## src/design/range_set_filter_table_core_macros.svh

```systemverilog
// Assertion macros for the range set filter table core.
// Used by the top level; expects a clock named clk and a reset named rst.
`ifndef RANGE_SET_FILTER_TABLE_CORE_MACROS_SVH
`define RANGE_SET_FILTER_TABLE_CORE_MACROS_SVH

// Check a property on every rising clk edge outside reset.
`define RSFT_ASSERT(label, prop, msg) \
  label: assert property (@(posedge clk) disable iff (rst) prop) else $error(msg);

// Check a property on every rising clk edge, reset included.
`define RSFT_ASSERT_ALWAYS(label, prop, msg) \
  label: assert property (@(posedge clk) prop) else $error(msg);

`endif

```

## src/design/rsft_ram.sv

```systemverilog
// Generic simple dual-port RAM: one write port, one read port, registered read.
// No dependencies.
module rsft_ram #(
  parameter int unsigned Width = 8,
  parameter int unsigned Depth = 16
) (
  input  logic                     clk,
  input  logic                     wr_en,
  input  logic [$clog2(Depth)-1:0] wr_addr,
  input  logic [Width-1:0]         wr_data,
  input  logic [$clog2(Depth)-1:0] rd_addr,
  output logic [Width-1:0]         rd_data
);

  logic [Width-1:0] mem [Depth];

  always_ff @(posedge clk) begin
    if (wr_en) begin
      mem[wr_addr] <= wr_data;
    end
    rd_data <= mem[rd_addr];
  end

endmodule

```

## config.mk

```make
export PLATFORM = sky130hd
export DESIGN_NAME = rsft_ram
export DESIGN_NICKNAME = d
export VERILOG_FILES = /design/src/design/range_set_filter_table_core_macros.svh /design/src/design/rsft_ram.sv
export SDC_FILE = /design/constraint.sdc
export NUM_CORES = 1
export LEC_CHECK = 0
export BUFFER_PORTS_ARGS = -buffer_cell sky130_fd_sc_hd__clkbuf_2
export CAP_MARGIN = 20
export CORE_ASPECT_RATIO = 0.75
export CORE_UTILIZATION = 60
export CTS_BUF_LIST = sky130_fd_sc_hd__clkbuf_8
export DETAILED_ROUTE_END_ITERATION = 12
export PLACE_DENSITY = 0.78
export SLEW_MARGIN = 15
export SYNTH_ARGS = -nofsm -noshare
export SYNTH_HDL_FRONTEND = slang
export SYNTH_SLANG_ARGS = --single-unit
```

## constraint.sdc

```tcl
create_clock -name clk -period 3.3 [get_ports clk]
set_input_delay 0.33 -clock clk [delete_from_list [all_inputs] [get_ports clk]]
set_output_delay 0.33 -clock clk [all_outputs]
set_load 0.01 [all_outputs]
```

==> metrics.yaml <==
outcome:
  status: "complete, no violations"
yosys:
  ys_types: 19
  synth.cell_area_sq_um: 5150
  syn_inst: 229
  seq_area_frac_synth: 0.778
  synth_fp_nets: 247
  yosysWarnings: 0
  ys_ff_latch: 136
  synth.avg_cell_area_sq_um: 22.5
global_route:
  antenna_found_initial: 0
  grt_max_degree: 33
  grt.overflow.total: 0
  use_met3: 0.0675
  top_usage_layer: "met1"
  grt_use_met2: 0.351
  grt_pass1_wl_mm: 14.1
  grtUsageMet1: 0.354
  grt_util_all_layers: 0.245
  grt_pass1_vias: 2369
critical_path:
  crit_buf_inv: 2
  crit_start: "rd_addr[0]"
  reg2regPathDepth: 3
  crit_arrival_ns: 2.07
  worstPathMaxFanout: 17
  slowest_stage: "mux4_1"
  worstSetupEndpointType: "flip-flop"
  path_depth: 5
  r2r_slack_ns: 1.93
  cp.required_ns: 3.63
  worst-setup-path-type: "in2reg"
  reg2reg_from: "mem[1][4]"
  start_kind: "primary input"
  slowest_delay_ns: 0.62
  path_cells: "clkbuf_2, buf_4, mux4_1, a22oi_1, nand2_1"
  crit_family: "buffers and inverters"
floorplan:
  fp.dieH_um: 82.2
  die_w_um: 109
  start_util: 0.636
  io_pins: 26
  rows: 28
  dieArea_sq_um: 8960
  core_area_sq_um: 8090
final_layout:
  layout.nets: 287
  stdcell_area_sq_um: 5740
  drive_gt1_frac: 0.280
  areaGrowthSynthToFinish_pct: 11.4
  num_antenna_cells: 0
  final_cells: 387
cts:
  cts_buffer_depth: 2
  cts_max_level: 4
  clk_pin_slew_ns: 0.07
  cts-resized-gates: 0
  post_cts_buffers: 0
  holdBufCountCts: 0
  cts_buffers: 17
  insertion_delay_ns: 0.43
  cts_sinks: 136
  cts_tree: "built"
  cts-root-buf: "clkbuf_8"
drt:
  firstDrtPassIters: 5
  num_vias: 2471
  drt_wl_total_mm: 9.56
  drtAntennaViolNets: 0
  dr.first_iter.drc_count: 257
  wl_per_cell_um: 24.7
  drc: 0
  via_per_inst: 6.39
placed_design:
  placed_cell_area_sq_um: 5360
  gp_congestion: 0.866
  io_buffer_count: 25
  dp_hpwl_mm: 6.05
  dp.cells: 355
power_and_ir_drop:
  power_frac_clock: 0.375
  intPower_mw: 2.69
  power_leakage_nw: 1.94
  power_density_nw_per_um2: 590
  switchingPower_uw: 690
  power_mw: 3.38
  ir_drop_uv: 433
  comb_power_share: 0.051
  seq_power_share: 0.574
  swShare: 0.204
timing:
  fin_crit_sh: 0.529
  tns_ns: 0
  rsz0062_at_grt: "no"
  max_freq_ghz: 0.573
  hold_viol: 0
  relSlewSlack: 0.320
  drv_slew: 0
  whs_ns: 0.319
  setup_viol: 0
  fin_skew_ns: 0.00759
  fin_crit_ns: 1.75
  worst_slew_pin_slew_ns: 1.02
min_path:
  hold_class: "in2reg"
  hold_start: "wr_data[6]"
  worstHoldPathCells: 1
job:
  cap_viol_max_count: 0
==> synth_stat cells, drive strengths merged <==
cell	count	area [sq um]
nand3b	2	15.0
nor3	4	20.0
buf	7	56.3
nand2	9	33.8
mux4	32	773
edfxtp	128	3840
dfxtp	8	160
nand3	1	5.00
and2	1	6.26
clkdlybuf4s25	3	30.0
or3b	1	8.76
nor2	13	48.8
nand2b	2	12.5
and2b	1	7.51
a22oi	16	120
nor2b	1	6.26
==> path summary, 6_finish.rpt <==
check	endpoint
max	rd_data[3]
min reg2reg	rd_data[1]
min	mem[2][6]
max reg2reg	rd_data[4]
==> cells in the final DEF, fill, tap and decap left out, types with 2 or more instances in the layout <==
cell and count:
a22oi_1 16, buf_4 6, bufinv_16 2, clkbuf_2 25, clkbuf_8 19, clkinv_2 8, dfxtp_1 8, edfxtp_1 128
inv_1 2, mux4_1 14, mux4_2 18, nand2_1 9, nand2b_1 2, nand3b_1 2, nor2_1 13, nor3_1 4
==> layout make-up <==
| class | count | area [sq um] |
|---|---|---|
| Clock buffer | 19 | 262 |
| Clock inverter | 13 | 111 |
| Fill cell | 509 | 2360 |
| Multi-Input combinational cell | 83 | 1060 |
| Sequential cell | 136 | 4000 |
| Tap cell | 105 | 131 |
| Timing Repair Buffer | 31 | 170 |
==> registers in the layout, indices dropped and copies added (netlist names) <==
| name | cells |
|---|---|
| mem | 128 |
| rd_data | 8 |
==> per-stage QoR <==
step           worst slack [ns]   util
2_1_floorplan              1.48      -
3_3_place_gp               1.09  0.663
3_5_place_dp               1.05  0.663
4_1_cts                    1.51  0.709
5_1_grt                    1.40  0.709
6_report                   1.55  0.709
==> power groups by stage <==
stage	sequential [mW]	clock, mW	combinational [mW]
6_report	1.94	1.27	0.172
5_1_grt	1.95	1.36	0.186
4_1_cts	1.94	1.29	0.173
3_5_place_dp	1.98	0	0.173
3_3_place_gp	1.98	0	0.169
2_1_floorplan	1.98	0	0.0980
==> layer usage <==
layer | wire, um | part of all wire | vias up
met1 | 4220 | 0.44 | 1276
met2 | 4460 | 0.47 | 116
met4 | 144 | 0.015 | 0
met3 | 739 | 0.077 | 21
met5 | 0 | 0 | -
li1 | - | - | 1058
==> cells by family (layout without fill, tap and decap cells) <==
kind of cell	count (synthesis)	count (layout)	share of synthesized area
DFF	136	136	0.778
and+or+nand+nor	35	35	0.0318
muxes	32	32	0.150
buffers and inverters	10	63	0.0168
AOI/OAI and AO/OA	16	16	0.0233
Power figures use the tool's default switching activity.
